`src/rtl/bbf_pkg.sv`:
```
package bbf_pkg;

    localparam int LOG_MAX_BLOCKS = 10;
    localparam int WORD_W         = 64;
    localparam int BANKS          = 4;
    localparam int BANK_W         = 2;
    localparam int ROW_W          = LOG_MAX_BLOCKS;
    localparam int ROWS           = 1 << ROW_W;
    localparam int POS_W          = 6;
    localparam int CMD_W          = 3;
    localparam int IDX_W          = 12;
    localparam int HASH_W         = 64;
    localparam int CFG_W          = 4;
    localparam int QUEUE_DEPTH    = 2;
    localparam int QPTR_W         = 1;
    localparam int QCNT_W         = 2;

    localparam logic [CFG_W-1:0] LOG_BLOCKS_RESET = CFG_W'(LOG_MAX_BLOCKS);

    localparam logic [CMD_W-1:0] CMD_INSERT = 3'd0;
    localparam logic [CMD_W-1:0] CMD_QUERY  = 3'd1;
    localparam logic [CMD_W-1:0] CMD_CLEAR  = 3'd2;
    localparam logic [CMD_W-1:0] CMD_MERGE  = 3'd3;
    localparam logic [CMD_W-1:0] CMD_READ   = 3'd4;

    typedef enum logic [2:0] {
        OP_INSERT,
        OP_QUERY,
        OP_CLEAR,
        OP_MERGE,
        OP_READ,
        OP_ERROR,
        OP_NONE
    } t_op;

    typedef struct packed {
        t_op                             op;
        logic [ROW_W-1:0]                row;
        logic [BANK_W-1:0]               bank;
        logic [BANKS-1:0][POS_W-1:0]     pos;
        logic [WORD_W-1:0]               value;
    } t_job;

    typedef enum logic [1:0] {
        S_CLEAR,
        S_IDLE,
        S_READ,
        S_RESP
    } t_state;

endpackage

```
`src/rtl/bbf_front.sv`:
```
module bbf_front (
    input  logic                      i_clk,
    input  logic                      i_rst_n,
    input  logic                      i_cfg_we,
    input  logic [bbf_pkg::CFG_W-1:0] i_cfg_data,
    input  logic                      i_valid,
    output logic                      o_stall,
    input  logic [bbf_pkg::CMD_W-1:0] i_cmd,
    input  logic [bbf_pkg::HASH_W-1:0] i_hash,
    input  logic [bbf_pkg::IDX_W-1:0] i_word_index,
    input  logic [bbf_pkg::WORD_W-1:0] i_word_value,
    input  logic                      i_full,
    input  logic                      i_init,
    output logic                      o_push,
    output bbf_pkg::t_job             o_job
);
    import bbf_pkg::*;

    logic [CFG_W-1:0] r_log;
    logic [CFG_W-1:0] act_log;
    logic [ROW_W-1:0] blk_mask;
    logic [ROW_W-1:0] idx_row;
    logic             out_of_range;

    always_ff @(posedge i_clk) begin
        if (!i_rst_n) begin
            r_log <= LOG_BLOCKS_RESET;
        end else if (i_cfg_we) begin
            r_log <= i_cfg_data;
        end
    end

    always_comb begin
        act_log      = (r_log > CFG_W'(LOG_MAX_BLOCKS)) ? CFG_W'(LOG_MAX_BLOCKS) : r_log;
        blk_mask     = ROW_W'(((ROW_W+1)'(1) << act_log) - (ROW_W+1)'(1));
        idx_row      = i_word_index[IDX_W-1:BANK_W];
        out_of_range = (idx_row & ~blk_mask) != '0;

        o_job.value = i_word_value;
        o_job.bank  = i_word_index[BANK_W-1:0];
        for (int k = 0; k < BANKS; k++) begin
            o_job.pos[k] = i_hash[32 + 8*k +: POS_W];
        end

        unique case (i_cmd)
            CMD_INSERT: begin
                o_job.op  = OP_INSERT;
                o_job.row = i_hash[ROW_W-1:0] & blk_mask;
            end
            CMD_QUERY: begin
                o_job.op  = OP_QUERY;
                o_job.row = i_hash[ROW_W-1:0] & blk_mask;
            end
            CMD_CLEAR: begin
                o_job.op  = OP_CLEAR;
                o_job.row = idx_row;
            end
            CMD_MERGE: begin
                o_job.op  = out_of_range ? OP_ERROR : OP_MERGE;
                o_job.row = idx_row;
            end
            CMD_READ: begin
                o_job.op  = out_of_range ? OP_ERROR : OP_READ;
                o_job.row = idx_row;
            end
            default: begin
                o_job.op  = OP_NONE;
                o_job.row = idx_row;
            end
        endcase
    end

    assign o_stall = i_full | i_init;
    assign o_push  = i_valid & ~o_stall;

endmodule

```
`config.mk`:
```
export PLATFORM = sky130hd
export DESIGN_NAME = bbf_front
export DESIGN_NICKNAME = d
export VERILOG_FILES = /design/src/rtl/bbf_pkg.sv /design/src/rtl/bbf_front.sv
export SDC_FILE = /design/constraint.sdc
export NUM_CORES = 1
export LEC_CHECK = 0
export ABC_AREA = 1
export BUFFER_PORTS_ARGS = -buffer_cell sky130_fd_sc_hd__buf_2
export CAP_MARGIN = 10
export CORE_AREA = 5 5 98 100
export DETAILED_ROUTE_END_ITERATION = 8
export DIE_AREA = 0 0 103 105
export PLACE_DENSITY = 0.62
export SETUP_SLACK_MARGIN = 0.5
export SLEW_MARGIN = 20
export SYNTH_ARGS = -nofsm -noshare
export SYNTH_HDL_FRONTEND = slang
export SYNTH_SLANG_ARGS = --single-unit
```
`constraint.sdc`:
```
create_clock -name i_clk -period 2.35 [get_ports i_clk]
set_input_delay 0.1175 -clock i_clk [delete_from_list [all_inputs] [get_ports i_clk]]
set_output_delay 0.1175 -clock i_clk [all_outputs]
set_load 0.005 [all_outputs]
```
== After elaboration in Yosys (flattened, before gate mapping) ==
Cells that the tools add are included.
Word-level totals
  flip-flop bits (word level): 4
  output and inout port bits: 105
  logic and storage cells: 20
Cells by class
  add/subtract/negate cells: 1
  magnitude comparators: 1
  equal/unequal tests: 4
  shift operators: 1
  muxes and demuxes: 4
  bitwise operators: 6
  reduce and logical (&&, ||, !) cells: 2
Operators by type and width (count)
  13-bit one-hot mux with 5 select lines: 1
  10-bit AND: 2
  10-bit NOT: 1
  10-bit nonzero test: 1
  1-bit by 4-bit left shift with 10-bit output, first input constant: 1
  10-bit by 2-bit subtractor with 10-bit output, second input constant: 1
  3-bit by 2-bit == test with 1-bit output, second input constant: 2
  4-bit greater-than comparator, second input constant: 1
  4-bit two-way mux: 1
  3-bit by 1-bit == test with 1-bit output, second input constant: 1
  3-bit == test, second input constant: 1
  3-bit zero test: 1
  3-bit two-way mux: 1
  1-bit AND: 1
  1-bit two-way mux: 1
  1-bit NOT: 1
  1-bit OR: 1

== Longest topological paths before layout ==
  depth in word-level cells: 9
  mapped depth: 13

== Worst setup path before layout ==
OpenSTA, ideal clock, no wires.
  kind: register to output
  from: reg r_log[3]
  to: out o_job[102] in the netlist's numbering
  arrival: 1.546 ns
  setup slack: 0.686 ns
  cell stages (with the launch flop): 12
  buffers on the path: 0
  path through: dfxtp_1 -> nor2_2 -> nand3_1 -> ha_1 -> nand2_1 -> nand3_1 -> nor2_1 -> nand3_1 -> nor2_2 -> nand2_2 -> nand2_1 -> nand2_1
RTL lines
  from (decl): line bbf_front.sv:19  | logic [CFG_W-1:0] r_log;
  from (signal assigned): line bbf_front.sv:29  | r_log <= i_cfg_data;
  to (decl): line bbf_front.sv:15  | output bbf_pkg::t_job o_job

==> qor.log <==
INFO  cells_and_area layout.nets=330
INFO  critical_path  path_max_fanout=6
INFO  cells_and_area number_of_flip_flops_in_the_largest_register=4
INFO  sta            max_slew.worst_pin.slew=0.3176ns
INFO  clock_tree     cts_tree=built
INFO  cells_and_area diode_count=0
INFO  sta            finalSetupViolCount=0
INFO  critical_path  regToRegEndpoint=r_log[3]
INFO  hold_path      holdPathEnd=r_log[1]
INFO  routing        vias=1,041
INFO  sta            timing_hold_violations_final=0
INFO  hold_path      worstHoldStart=i_cfg_data[1]
INFO  die            die_width=103µm
INFO  cells_and_area finalInstanceArea=0.001117mm²
INFO  power          power-per-cell-area=351.8mW/mm²
INFO  critical_path  critical_path.reg2reg.startpoint=r_log[3]
INFO  critical_path  end_kind=primary output
INFO  die            floorplan.die_area=0.01082mm²
INFO  clock_tree     clk_path_buf_depth=2
INFO  synthesis      synth_nets=360
INFO  clock_tree     worst_skew_pair.late_latency=0.22ns
INFO  synthesis      netlist-cell-type-count=18
INFO  clock_tree     cts.reportedPaths.clkPinSlew=0.03ns
INFO  die            boundaryPins=258
INFO  placement      post_place_cells=271
INFO  clock_tree     htree_depth=1
INFO  synthesis      yosysMostFrequentCell=sky130_fd_sc_hd__buf_4
INFO  cells_and_area post_layout_nonfiller_instances=282
INFO  clock_tree     cts_made_buffers=3
INFO  placement      dp_worst_setup_slack=0.2521ns
INFO  placement      buffer_ports.inserted=47
INFO  synthesis      yosys.area.top_type_share=54.33%
INFO  clock_tree     cts-root-buf=sky130_fd_sc_hd__clkbuf_8
INFO  placement      place.gp.congestion=0.7310
INFO  critical_path  cp-start-kind=flop
INFO  cells_and_area regMostFlops=r_log
INFO  die            initial_utilization=14.47%
INFO  sta            layout_worst_path_cycle_share=85.21%
INFO  routing        route.final.wire_length=3662µm
INFO  cells_and_area layout-drive-gt1-share=45.98%
INFO  sta            clock.fmax=499.4MHz
INFO  critical_path  required=2.23ns
INFO  routing        antenna_violating_nets_post_route=0
INFO  placement      post_dp_cell_area=942.2µm²
INFO  grt            overflow=0
INFO  hold_path      min_delay_path_depth=3
INFO  sta            setup-tns-final=0ns
INFO  routing        wire_per_inst=12.99µm
INFO  synthesis      synth_enable_flop_cells=0
INFO  sta            clock_skew=0ns
INFO  critical_path  crit_slowest_cell=sky130_fd_sc_hd__dfxtp_4
INFO  synthesis      leading_cell_types_by_total_area_after_synthesis=sky130_fd_sc_hd__buf_4 (54%), sky130_fd_sc_hd__nand2_1 (15%), sky130_fd_sc_hd__dfxtp_1 (6.4%), sky130_fd_sc_hd__nand3_1 (4.8%), sky130_fd_sc_hd__o21ai_0 (3.6%)
INFO  cells_and_area layout_top_registers=r_log (4)
INFO  synthesis      synth-main-ff-cell=sky130_fd_sc_hd__dfxtp_1
INFO  synthesis      netlist_instances=206
INFO  power          p_leak=0.6003nW
INFO  sta            grt_setup_unrepaired=true
INFO  sta            maxSlewViolCount=0
INFO  sta            minimum_clock_period_after_layout=2.002ns
INFO  job            max_cap_violations=0
INFO  grt            grt_antenna_before_repair=0
INFO  placement      place_hpwl=3000µm
INFO  clock_tree     count_of_clock_tree_sinks=4
INFO  grt            grt_first_pass_wirelength=5513µm
INFO  synthesis      postSynthRegisterBits=4
INFO  critical_path  cp_data_arrival_time=1.88ns
INFO  routing        first_iter_violations=28
INFO  synthesis      synthesis.area=0.001244mm²
INFO  sta            post-route-worst-setup-slack=0.3475ns
INFO  hold_path      hold_crit_class=in -> reg
INFO  synthesis      synth_area_per_cell=6.037µm²
INFO  run_status     status=finished clean
INFO  critical_path  critPathMaxStageDelay=0.37ns
INFO  routing        remaining_drc_errors=0
INFO  critical_path  setup.reg_to_reg.worst_slack=1.54ns
INFO  critical_path  crit_type=reg -> out
INFO  grt            number_of_global_route_vias_before_repair=1,116
INFO  synthesis      synth.yosys.warnings=0
INFO  die            die_y=105µm
INFO  power          max-vdd-ir-drop=0.1064mV
INFO  critical_path  critical_path.cell_chain=a21oi_4 > nand3_4 > ha_4 > nand2_2 > nand3_2 > nor2_1 > nand3_1 > nor2_4 > nand2_2 > nand2_1 > nand2_1 > buf_2
INFO  die            std_cell_rows=34
INFO  cells_and_area area_delta_synth_final=-10.16%
INFO  grt            grt_use_total=6.595%
INFO  synthesis      yosysSeqAreaShare=6.439%
INFO  routing        vias_per_cell=3.691
INFO  grt            grt_max_degree=12
INFO  critical_path  reg2regPathDepth=3
INFO  sta            slew_headroom=78.70%
INFO  synthesis      netlist_top_cells_count=sky130_fd_sc_hd__buf_4 (90), sky130_fd_sc_hd__nand2_1 (49), sky130_fd_sc_hd__inv_1 (12), sky130_fd_sc_hd__nand3_1 (12), sky130_fd_sc_hd__o21ai_0 (9)
INFO  sta            hold_slack=0.1229ns
INFO  synthesis      netlist.top_cell.by_area=sky130_fd_sc_hd__buf_4
INFO  synthesis      share_of_flip_flops_with_an_asynchronous_set_or_reset=0%
INFO  routing        drt-pass1-iter-count=4
INFO  die            core_region_area=0.008593mm²
per-stage QoR:
stage	power (mW)	util (%)
after CTS	0.3911	12.52
final	0.3931	13.00
after floorplan	0.2759	-
after global placement	0.2237	10.96
after global routing	0.4260	13.00
after detailed placement	0.2254	10.96
cells in the final DEF (no fill, tap or decap), drive strengths merged:
cell type and n:
dfxtp 4, nand3 12, inv 16, ha 1, or2 1, nor3 1, o31ai 1, nor2 9
clkbuf 3, clkinv 1, a21oi 6, nand2 50, buf 56, o21ai 9, nand4 4
routing by layer:
metal,part of all wire [%],track usage [%]
met4,8.1,6.568
met5,0,0
met1,33,6.272
met2,47,11.00
met3,12,1.666
cell families after synthesis:
kind of cell / after synthesis / synth area share, %
buffers and inverters: 108 / 59.76
AO/OA/AOI/OAI: 16 / 6.640
AND/OR/NAND/NOR: 77 / 26.16
adder cells (fa/ha/maj): 1 / 1.006
flip-flops: 4 / 6.439
layout make-up:
| class | count | area [µm²] |
|---|---|---|
| inverter | 17 | 63.81 |
| clock buffer | 3 | 41.29 |
| multi-input combinational | 94 | 481.7 |
| timing repair buffer | 56 | 302.8 |
| sequential | 4 | 92.59 |
| tap | 108 | 135.1 |
| fill | 1022 | 7476 |
power by group:
group          total [mW]  switching [mW]  internal [mW]
sequential         0.0831          0.0102         0.0729
clock               0.146          0.0371          0.109
combinational       0.164          0.0894         0.0743
what timing repair did:
action	CTS	global route
buffers inserted	5	3
gates resized for setup	14	6
pin swaps	12	5
endpoints found under the setup margin	6	4
hold buffers	0	0
worst max path at each step:
| stage | startpoint | endpoint | cells after the start |
|---|---|---|---|
| finish | r_log[2] | o_job[102] | 12 |
| floorplan | r_log[3] | o_job[102] | 11 |
| CTS | r_log[3] | o_job[102] | 12 |
| detailed placement | r_log[3] | o_job[102] | 12 |
| global placement | r_log[3] | o_job[100] | 12 |
| global route | r_log[2] | o_job[100] | 12 |
worst max-delay path: cells and delay by family (launching register included):
family / cells / cell delay [ns]
AO/OA/AOI/OAI: 1 / 0.18
buffers and inverters: 1 / 0.12
flip-flops: 1 / 0.37
AND/OR/NAND/NOR: 9 / 0.73
adder cells (fa/ha/maj): 1 / 0.25
No activity file was read; power rests on OpenSTA's default activity.
