[config.mk]
export PLATFORM = sky130hd
export DESIGN_NAME = bbf_queue
export DESIGN_NICKNAME = d
export VERILOG_FILES = /design/src/rtl/bbf_pkg.sv /design/src/rtl/bbf_queue.sv
export SDC_FILE = /design/constraint.sdc
export NUM_CORES = 1
export LEC_CHECK = 0
export BUFFER_PORTS_ARGS = -buffer_cell sky130_fd_sc_hd__clkbuf_2
export CAP_MARGIN = 20
export CELL_PAD_IN_SITES_DETAIL_PLACEMENT = 1
export CELL_PAD_IN_SITES_GLOBAL_PLACEMENT = 2
export CORE_ASPECT_RATIO = 1.5
export CORE_MARGIN = 5
export CORE_UTILIZATION = 38
export DETAILED_ROUTE_END_ITERATION = 16
export GPL_ROUTABILITY_DRIVEN = 0
export PLACE_DENSITY_LB_ADDON = 0.12
export SYNTH_ARGS = -nofsm -noshare
export SYNTH_HDL_FRONTEND = slang
export SYNTH_SLANG_ARGS = --single-unit
[constraint.sdc]
create_clock -name i_clk -period 7.9 [get_ports i_clk]
set_input_delay 0.79 -clock i_clk [delete_from_list [all_inputs] [get_ports i_clk]]
set_output_delay 0.79 -clock i_clk [all_outputs]
set_load 0.03 [all_outputs]
[src/rtl/bbf_pkg.sv]
package bbf_pkg;

    localparam int LOG_MAX_BLOCKS = 10;
    localparam int WORD_W         = 64;
    localparam int BANKS          = 4;
    localparam int BANK_W         = 2;
    localparam int ROW_W          = LOG_MAX_BLOCKS;
    localparam int ROWS           = 1 << ROW_W;
    localparam int POS_W          = 6;
    localparam int CMD_W          = 3;
    localparam int IDX_W          = 12;
    localparam int HASH_W         = 64;
    localparam int CFG_W          = 4;
    localparam int QUEUE_DEPTH    = 2;
    localparam int QPTR_W         = 1;
    localparam int QCNT_W         = 2;

    localparam logic [CFG_W-1:0] LOG_BLOCKS_RESET = CFG_W'(LOG_MAX_BLOCKS);

    localparam logic [CMD_W-1:0] CMD_INSERT = 3'd0;
    localparam logic [CMD_W-1:0] CMD_QUERY  = 3'd1;
    localparam logic [CMD_W-1:0] CMD_CLEAR  = 3'd2;
    localparam logic [CMD_W-1:0] CMD_MERGE  = 3'd3;
    localparam logic [CMD_W-1:0] CMD_READ   = 3'd4;

    typedef enum logic [2:0] {
        OP_INSERT,
        OP_QUERY,
        OP_CLEAR,
        OP_MERGE,
        OP_READ,
        OP_ERROR,
        OP_NONE
    } t_op;

    typedef struct packed {
        t_op                             op;
        logic [ROW_W-1:0]                row;
        logic [BANK_W-1:0]               bank;
        logic [BANKS-1:0][POS_W-1:0]     pos;
        logic [WORD_W-1:0]               value;
    } t_job;

    typedef enum logic [1:0] {
        S_CLEAR,
        S_IDLE,
        S_READ,
        S_RESP
    } t_state;

endpackage

[src/rtl/bbf_queue.sv]
module bbf_queue (
    input  logic          i_clk,
    input  logic          i_rst_n,
    input  logic          i_push,
    input  bbf_pkg::t_job i_job,
    output logic          o_full,
    input  logic          i_pop,
    output logic          o_valid,
    output bbf_pkg::t_job o_job
);
    import bbf_pkg::*;

    t_job              r_mem [QUEUE_DEPTH];
    logic [QPTR_W-1:0] r_wr_ptr;
    logic [QPTR_W-1:0] r_rd_ptr;
    logic [QCNT_W-1:0] r_count;
    logic              do_pop;

    assign o_full  = r_count == QCNT_W'(QUEUE_DEPTH);
    assign o_valid = r_count != '0;
    assign o_job   = r_mem[r_rd_ptr];
    assign do_pop  = i_pop & o_valid;

    always_ff @(posedge i_clk) begin
        if (i_push) begin
            r_mem[r_wr_ptr] <= i_job;
        end
    end

    always_ff @(posedge i_clk) begin
        if (!i_rst_n) begin
            r_wr_ptr <= '0;
            r_rd_ptr <= '0;
            r_count  <= '0;
        end else begin
            if (i_push) begin
                r_wr_ptr <= r_wr_ptr + QPTR_W'(1);
            end
            if (do_pop) begin
                r_rd_ptr <= r_rd_ptr + QPTR_W'(1);
            end
            r_count <= r_count + QCNT_W'(i_push) - QCNT_W'(do_pop);
        end
    end

endmodule

Word-level counts from Yosys, hierarchy flattened --
Memories as Yosys holds them, arrays and structs flattened. A register that Yosys moved wholly into a read port is not among the register bits. Index checks and enable logic that the tools add are counted.
Cells by class: add/sub/neg operators 4, bitwise operators 1, multiplexer cells 4, equality and inequality tests 1, reduce and logical (&&, ||, !) cells 1
Operator list (count):
- 1-bit two-way mux | 4
- 1-bit adder (second input constant) | 2
- 2-bit by 1-bit adder with 2-bit output | 1
- 2-bit == test (second input constant) | 1
- 2-bit nonzero test | 1
- 2-bit by 1-bit subtractor with 2-bit output | 1
- 1-bit AND | 1
Storage, ports and cells: RAM bits 206, memories 1, register bits after elaboration 4, bits of input ports 107
Memory list:
- r_mem | depth 2, bits a word 103, read ports 1, clocked after Yosys merged registers in 1, wr ports 1, RTL line bbf_queue.sv:13 | t_job r_mem [QUEUE_DEPTH];

Logic depth before layout (Yosys ltp) --
Gate-level depths: netlist of the first run.
depth in word-level cells 4, depth in mapped cells 6, gate-level depth less buffers 6

Least setup slack after synthesis of the first run --
No wires, ideal clock.
kind input -> register, start input i_push, end memory r_mem[0][0] (netlist name), enable pin, setup slack 2.020 ns, buffers on the path 0, cell stages on the path 1, arrival 5.301 ns, data required time 7.322 ns, cells stage by stage nor2b_1
Between the ends: cells in the longest elaborated chain, start to end 2
Ends and longest elaborated chain:
- from (decl) | RTL line bbf_queue.sv:4 | input logic i_push,
- 1-bit two-way mux | RTL line bbf_queue.sv:25 | if (i_push) begin
- 1-bit two-way mux (implied by the code) | RTL line bbf_queue.sv:26 | r_mem[r_wr_ptr] <= i_job;
- to (decl) | RTL line bbf_queue.sv:13
No other way between the ends.

==> results of run 1 <==
state kept, by name, indices dropped and copies added (netlist names), named ones only:
register,count
r_count,2
r_mem,206
r_wr_ptr,1
r_rd_ptr,1
layer usage:
metal | routed length, um | part of all wire, % | GRT usage [%]
met5 | 43 | 0.27 | 0
met4 | 246 | 1.5 | 3.56
met3 | 1180 | 7.4 | 4.20
met1 | 5540 | 35 | 14.2
met2 | 8860 | 56 | 25.4
cell usage after synthesis (all sizes together):
library cell  number
mux2i              2
or2                1
xnor3              1
nand2b             1
nor2b              4
buf               11
dfxtp              5
nand2              1
inv                2
edfxtp           206
o21a               2
ha                 2
and2               2
mux2             103
worst paths after layout:
check | end | cells after the start | startpoint | slack [ps]
worst max-delay path | o_job[26] | 3 | flip-flop | 4460
worst min-delay path | flip-flop | 2 | r_rd_ptr | 480
worst max register to register | r_mem[0][77] | 2 | r_wr_ptr | 5520
worst min register to register | flip-flop | 2 | r_rd_ptr | 480
critical path: stages, from the launching register on:
cell      delay (ps)
dfxtp_4          740
buf_4            720
mux2_2           410
clkbuf_2         200
power by group:
| group | internal (W) | switching [W] | leakage (nW) |
|---|---|---|---|
| registers | 0.00130 | 0.0000427 | 1.98 |
| clock network | 0.000583 | 0.000391 | 0.338 |
| logic | 0.000247 | 0.000417 | 1.35 |
per-stage QoR:
step	instance area, sq um	cells	hold slack (ps)	util (%)
detailed placement	9010	806	476	45.3
global route	9680	843	465	48.8
CTS	9680	843	465	48.8
global placement	9010	806	464	45.3
finish	9680	843	478	48.8
floorplan	7690	343	452	-
area by class of cell:
type / instances / area [sq um]
inverter: 2 / 7.51
tap: 260 / 325
sequential: 211 / 6290
timing repair buffer: 214 / 1080
clock buffer: 22 / 529
multi-input combinational: 119 / 1310
fill: 1947 / 10200
clock inverter: 15 / 148
cells by family after synthesis:
family | Yosys count
buf+inv | 13
flops | 211
simple gates | 9
xor+xnor | 1
compound gates | 2
mux | 105
fa+ha+maj | 2
==> impl_metrics.tcl, run 1 <==
set metrics [dict create \
    run_status "completed" \
    die_y_um 184 \
    mostFrequentLayoutCell "clkbuf_2" \
    io_buffers 211 \
    synth_nets 452 \
    yosys.area.top_type_share_pct 80.4 \
    leakagePower_nw 3.66 \
    synth_adder_area_share_pct 0.325 \
    worstPathMaxFanout 59 \
    drcViolationCount 0 \
    synth_compound_area_share_pct 0.195 \
    ioPinCount 212 \
    htree_levels 1 \
    synthMuxAreaShare_pct 15.3 \
    drtIter0Drc 162 \
    n_antenna_cell 0 \
    synth.area.top_cells "edfxtp_1 (80%), mux2_2 (15%), dfxtp_1 (1.3%)" \
    hold_viol 0 \
    slew_headroom_pct 29.5 \
    dp_slack_ps 4820 \
    antenna_found_initial 3 \
    power.density_nw_per_um2 308 \
    synth_cells 343 \
    final_nets 678 \
    finalCritPeriodShare_pct 43.6 \
    clockBufferDepth 3 \
    rsz0062_at_grt "no" \
    syn_to_final_growth_pct 25.9 \
    vias_per_cell 4.68 \
    start_util_pct 38.7 \
    fin_ws_ps 4460 \
    die_w_um 126 \
    first_pass_iters 4 \
    finalMaxSlewViolations 0 \
    cts_resized 0 \
    cts_tree "yes" \
    setup_tns_ps 0 \
    min_period_ps 3440 \
    tightest_slew_ps 1060 \
    cp.arrival_ps 2650 \
    vdd.ir_drop.worst_uv 178 \
    clk_pin_slew_ps 60 \
    synth.largest_area_cell "edfxtp_1" \
    start_kind "flip-flop" \
    cts_setup_buffers 0 \
    num_vias 3944 \
    synth.distinct_cells 16 \
    grt_max_degree 78 \
    grt_pass1_wl_um 24200 \
    cp-end-kind "output port" \
    die-area_sq_um 23200 \
    layout_common_cells "clkbuf_2 (211), edfxtp_1 (206), mux2_2 (103)" \
    synth_area_sq_um 7690 \
    synth-simple-area-share_pct 0.700 \
    clock_latency_ps 490 \
    avgSynthCellArea_sq_um 22.4 \
    holdBufCountCts 0 \
    routed_wl_um 15900 \
    crit_required_ps 7110 \
    skew_ps 6.86 \
    cts_made_buffers 21 \
    setup_viol 0 \
    grt_pass1_vias 4433 \
    fp-row-count 63 \
    max_freq_mhz 290 \
    hp-class "flip-flop to flip-flop" \
    power_w 0.00298 \
    overflow 0 \
    clockRootBuffer "clkbuf_16" \
    clock-sinks 211 \
    gr-usage-all-layers_pct 13.4 \
    yosysWarningCount 0 \
    synth-xor-area-share_pct 0.293 \
    core-area_sq_um 19900 \
    postRouteAntennaNets 0 \
    crit_type "flip-flop to output port" \
    hpwl_um 10800 \
    yosysSeqAreaShare_pct 81.7 \
    avgRoutedWirePerCell_um 18.8 \
    drive_gt1_share_pct 60.4 \
    ys_ff_latch 211 \
    synth_top_family_by_area "multiplexers" \
    maxCapViolations 0 \
]
Power figures use the tool's default switching activity.
==> inputs of run 2 (changes only) <==
- ABC_AREA: not set -> 1
- CORE_UTILIZATION: 38 -> 34
- clock period: 7.9 -> 2.9 ns (I/O delays scaled with it)
==> run 2 against run 1 <==
Total power rose to 2.7 times the previous value. Critical endpoint is now o_job[82]. Hold slack worse by 420 ps. Combinational power increased to 3.0 times the previous value. Critical path depth did not move. Utilization down 0.46 points. Synthesized cell count up 4.1%. Wire length is 12% higher. Die area rose by 11%. Clock power grew to 2.6 times the previous value. Sequential share of layout area down 6.5 points.
==> impl_metrics.tcl, run 2 <==
set metrics [dict create \
    power.internal_w 0.00582 \
    drtIter0Drc 191 \
    crit_type "flip-flop to output port" \
    die_y_um 194 \
    skew_ps 9.67 \
    num_vias 4351 \
    switching_share_pct 28.9 \
    synth.largest_area_cell "edfxtp_1" \
    hold_viol 0 \
    run_status "completed" \
    top_register "r_mem" \
    n_antenna_cell 0 \
    design_area_sq_um 10800 \
    worstPathMaxFanout 31 \
    final_nets 798 \
    finalCritPeriodShare_pct 84.1 \
    crit_required_ps 2610 \
    hpwl_um 12000 \
    core-area_sq_um 22300 \
    yosys-top-cells-count "edfxtp_1 (206), mux2_2 (103), nor2_1 (10)" \
    ioPinCount 212 \
    synth_edf_count 206 \
    power.density_nw_per_um2 760 \
    tightest_slew_ps 593 \
    antenna_found_initial 0 \
    synth_nets 466 \
    slew_headroom_pct 60.4 \
    rsz0062_at_grt "no" \
    ys.flop_type "edfxtp_1" \
    cp-end-kind "output port" \
    clockBufferDepth 3 \
    gr-usage-all-layers_pct 13.4 \
    maxCapViolations 0 \
    setup_viol 0 \
    drive_gt1_share_pct 49.9 \
    yosys.area.top_type_share_pct 80.5 \
    max_freq_mhz 410 \
    synth.area.top_cells "edfxtp_1 (80%), mux2_2 (15%), dfxtp_1 (1.3%)" \
    cts_tree "yes" \
    clk_pin_slew_ps 60 \
    vdd.ir_drop.worst_uv 444 \
    largest_reg_flops 206 \
    synth_cells 357 \
    avgSynthCellArea_sq_um 21.5 \
    start_kind "flip-flop" \
    postRouteAntennaNets 0 \
    yosysWarningCount 0 \
    mostFrequentLayoutCell "clkbuf_2" \
    syn_to_final_growth_pct 40.0 \
    async_reset_ff_share_pct 0 \
    fp-row-count 67 \
    grt_max_degree 101 \
    htree_levels 1 \
    cts_made_buffers 21 \
    cp.arrival_ps 2150 \
    grt_pass1_wl_um 27300 \
    start_util_pct 34.5 \
    power_w 0.00818 \
    p_seq_share_pct 44.6 \
    top_regs "r_mem (206), r_count (2)" \
    vias_per_cell 4.45 \
    yosysSeqAreaShare_pct 81.8 \
    switchingPower_w 0.00236 \
    drcViolationCount 0 \
    layout_common_cells "clkbuf_2 (211), edfxtp_1 (206), mux2_2 (103), dlygate4sd3_1 (103), clkbuf_16 (21)" \
    min_period_ps 2440 \
    synth.distinct_cells 12 \
    ys_ff_latch 211 \
    overflow 0 \
    die_w_um 133 \
    leakagePower_nw 4.12 \
    avgRoutedWirePerCell_um 18.2 \
    clkPwrFrac_pct 31.2 \
    routed_wl_um 17800 \
    clock-sinks 211 \
    clockRootBuffer "clkbuf_16" \
    io_buffers 211 \
    grt_pass1_vias 5053 \
    first_pass_iters 4 \
    finalMaxSlewViolations 0 \
    synth_area_sq_um 7690 \
    place_area_sq_um 9100 \
    clock_latency_ps 480 \
    cts_setup_buffers 0 \
    yosysMostFrequentCell "edfxtp_1" \
    pwr-share-comb_pct 24.1 \
    hp-class "input port to flip-flop" \
    holdBufCountCts 103 \
    cts_resized 0 \
    die-area_sq_um 25800 \
]
## run 2: area by class of cell
class	count	area [sq um]
clock buffers	27	548
clock inverters	9	91.3
fillers	2190	11500
inverters	9	36.3
multi-input cells	126	1270
flip-flops and latches	211	6290
well taps	276	345
repair buffers	320	2180
## run 2: logic make-up (layout without fill, tap and decap cells)
logic type / Yosys count / count (layout) / share of synthesized area, %
DFF: 211 / 211 / 81.8
muxes: 103 / 103 / 15.1
and+or+nand+nor: 20 / 20 / 1.01
buffers and inverters: 20 / 365 / 1.76
adders and majority gates: 2 / 2 / 0.325
AOI/OAI and AO/OA: 1 / 1 / 0.0650
## run 2: through the flow
stage,setup slack (ps),instances,utilization [%],hold WS (ps),setup TNS (ps)
after detailed placement,906,839,40.8,483,0
after global placement,979,839,40.8,480,0
final,461,978,48.3,58.5,0
after global routing,313,978,48.3,59.3,0
after CTS,377,978,48.3,33.3,0
after floorplan,-17.2,357,-,383,-1770
## run 2: worst paths after layout
| kind | endpoint | slack (ps) | from | depth (start not counted) |
|---|---|---|---|---|
| max | o_job[82] | 460 | flip-flop | 3 |
| min reg2reg | flip-flop | 530 | r_rd_ptr | 2 |
| min | r_count[0] | 60 | i_rst_n | 3 |
| max reg2reg | r_mem[1][62] | 1400 | r_wr_ptr | 3 |
## run 2: per-layer routing
metal	vias up	global-route usage, %	share of wire [%]
met1	2143	13.4	34
met3	25	3.58	6.1
met5	-	0	0
li1	2051	-	-
met4	0	3.70	1.7
met2	132	26.5	58
## run 2: power by group through the flow
stage,combinational [W],clock (W),sequential (W)
finish,0.00198,0.00256,0.00365
global route,0.00211,0.00278,0.00367
CTS,0.00202,0.00267,0.00366
detailed placement,0.00189,0,0.00372
global placement,0.00187,0,0.00371
floorplan,0.00142,0,0.00365
## run 2: worst max-delay path, stage by stage (launching register included)
cell and delay (ps):
dfxtp_4 620, buf_4 440, mux2_2 390, clkbuf_2 180
==> inputs of run 3 (changes only) <==
- clock period: 2.9 -> 2.15 ns (I/O delays scaled with it)
==> run 3 against run 2 <==
Wire length decreased by 1.9%. Register-to-register slack worse by 650 ps. Largest cell class unchanged. Largest power group unchanged. Utilization grew 0.47 points. Total power is 35% higher. First-iteration DRC count is 27% lower. Cell count up 0.92%. Clock power grew 33%. Via count up 0.21%.
==> impl_metrics.tcl, run 3 (synthesized netlist as in run 2, its figures left out) <==
set metrics [dict create \
    drcViolationCount 0 \
    tightest_slew_ps 589 \
    final_nets 805 \
    mostFrequentLayoutCell "clkbuf_2" \
    run_status "completed" \
    antenna_found_initial 0 \
    ioPinCount 212 \
    hold_viol 0 \
    routed_wl_um 17400 \
    critPathTopFamily "flip-flops" \
    cp-end-kind "output port" \
    design_area_sq_um 10900 \
    start_util_pct 34.5 \
    io_buffers 211 \
    clock_latency_ps 480 \
    finalCritPeriodShare_pct 94.0 \
    path_buf_inv 2 \
    max_freq_mhz 495 \
    slew_headroom_pct 60.7 \
    drive_gt1_share_pct 50.9 \
    cpPeakStageDelay_ps 480 \
    top_regs "r_mem (206), r_count (2)" \
    syn_to_final_growth_pct 41.4 \
    cp.arrival_ps 1810 \
    num_vias 4360 \
    min_period_ps 2020 \
    cp.depth 3 \
    slowest_stage "dfxtp_4" \
    avgRoutedWirePerCell_um 17.7 \
    start_kind "flip-flop" \
    clk_pin_slew_ps 60 \
    power.density_nw_per_um2 1020 \
    vias_per_cell 4.42 \
    utilization_pct 48.8 \
    path_cells "buf_12, mux2_2, clkbuf_2" \
    n_antenna_cell 0 \
    die_y_um 194 \
    skew_ps 5.71 \
    nFillCells 2189 \
    crit_type "flip-flop to output port" \
    grt_pass1_vias 4901 \
    core-area_sq_um 22300 \
    fp-row-count 67 \
    hpwl_um 11700 \
    hp-class "input port to flip-flop" \
    dp_slack_ps 500 \
    htree_levels 1 \
    fin_ws_ps 128 \
    min_delay_path_depth 4 \
    setup_viol 0 \
    drtIter0Drc 139 \
    gr-usage-all-layers_pct 13.2 \
    rsz0062_at_grt "no" \
    maxCapViolations 0 \
    vdd.ir_drop.worst_uv 632 \
    cts_tree "yes" \
    postRouteAntennaNets 0 \
    die-area_sq_um 25800 \
    clockRootBuffer "clkbuf_16" \
    die_w_um 133 \
    cts_made_buffers 21 \
    leakagePower_nw 4.17 \
    largest_reg_flops 206 \
    place_area_sq_um 9170 \
    first_pass_iters 4 \
    finalMaxSlewViolations 0 \
    grt_max_degree 104 \
    layout_common_cells "clkbuf_2 (211), edfxtp_1 (206), dlygate4sd3_1 (105)" \
    clock-sinks 211 \
    top_register "r_mem" \
    worstPathMaxFanout 31 \
    overflow 0 \
    grt_pass1_wl_um 26900 \
    crit_required_ps 1930 \
    clockBufferDepth 3 \
    rr_worst_depth 3 \
]
==> run 3: changes by cell type in the layout (fill, tap and decap cells not counted), sizes merged <==
| cell | change |
|---|---|
| clkinv | +5 |
| clkinvlp | +1 |
| dlygate4sd3 | +2 |
| bufinv | -1 |
| clkbuf | -3 |
| buf | +5 |
==> run 3: metrics by stage <==
| step | hold slack [ps] | setup TNS (ps) | instances | total power [W] |
|---|---|---|---|---|
| 6_report | 34.0 | 0 | 987 | 0.0111 |
| 2_1_floorplan | 308 | -27080 | 357 | 0.00684 |
| 5_1_grt | 67.8 | 0 | 987 | 0.0116 |
| 3_5_place_dp | 408 | 0 | 843 | 0.00764 |
| 3_3_place_gp | 404 | 0 | 843 | 0.00760 |
| 4_1_cts | 12.5 | 0 | 987 | 0.0113 |
==> run 3: area by class of cell <==
class	count	area, sq um	share of cell area [%]
Clock buffer	24	537	4.94
Clock inverter	14	106	0.978
Inverter	9	37.5	0.345
Multi-Input combinational cell	126	1280	11.8
Sequential cell	211	6290	57.9
Tap cell	276	345	3.18
Timing Repair Buffer	327	2280	20.9
==> run 3: repair_timing <==
item,4_1_cts,5_1_grt
gates resized for setup,0,0
hold buffers,105,0
endpoints found under the setup margin,37,0
hold endpoints to repair,210,0
buffers inserted,1,0
==> run 3: power breakdown <==
| group | total, W | internal [W] | switching [W] |
|---|---|---|---|
| sequential | 0.00488 | 0.00478 | 0.0000949 |
| clock | 0.00341 | 0.00193 | 0.00148 |
| combinational | 0.00277 | 0.00108 | 0.00169 |
| total | 0.0111 | 0.00779 | 0.00327 |
==> run 3: final timing paths <==
kind	from	end	slack, ps
min reg2reg	r_rd_ptr	r_rd_ptr	520
max	flip-flop	o_job[98]	130
max reg2reg	r_wr_ptr	r_mem[1][56]	750
min	i_pop	flip-flop	30
==> run 3: worst min-delay path, cell delays in order <==
cell and delay (ps):
clkbuf_2 90, nand3_1 70, nand2_1 70, nor2_1 40
==> run 3: routing by layer <==
layer	wire [um]	global-route usage (%)
met5	0	0
met4	233	3.12
met3	1020	3.43
met2	9980	25.9
met1	6200	13.7
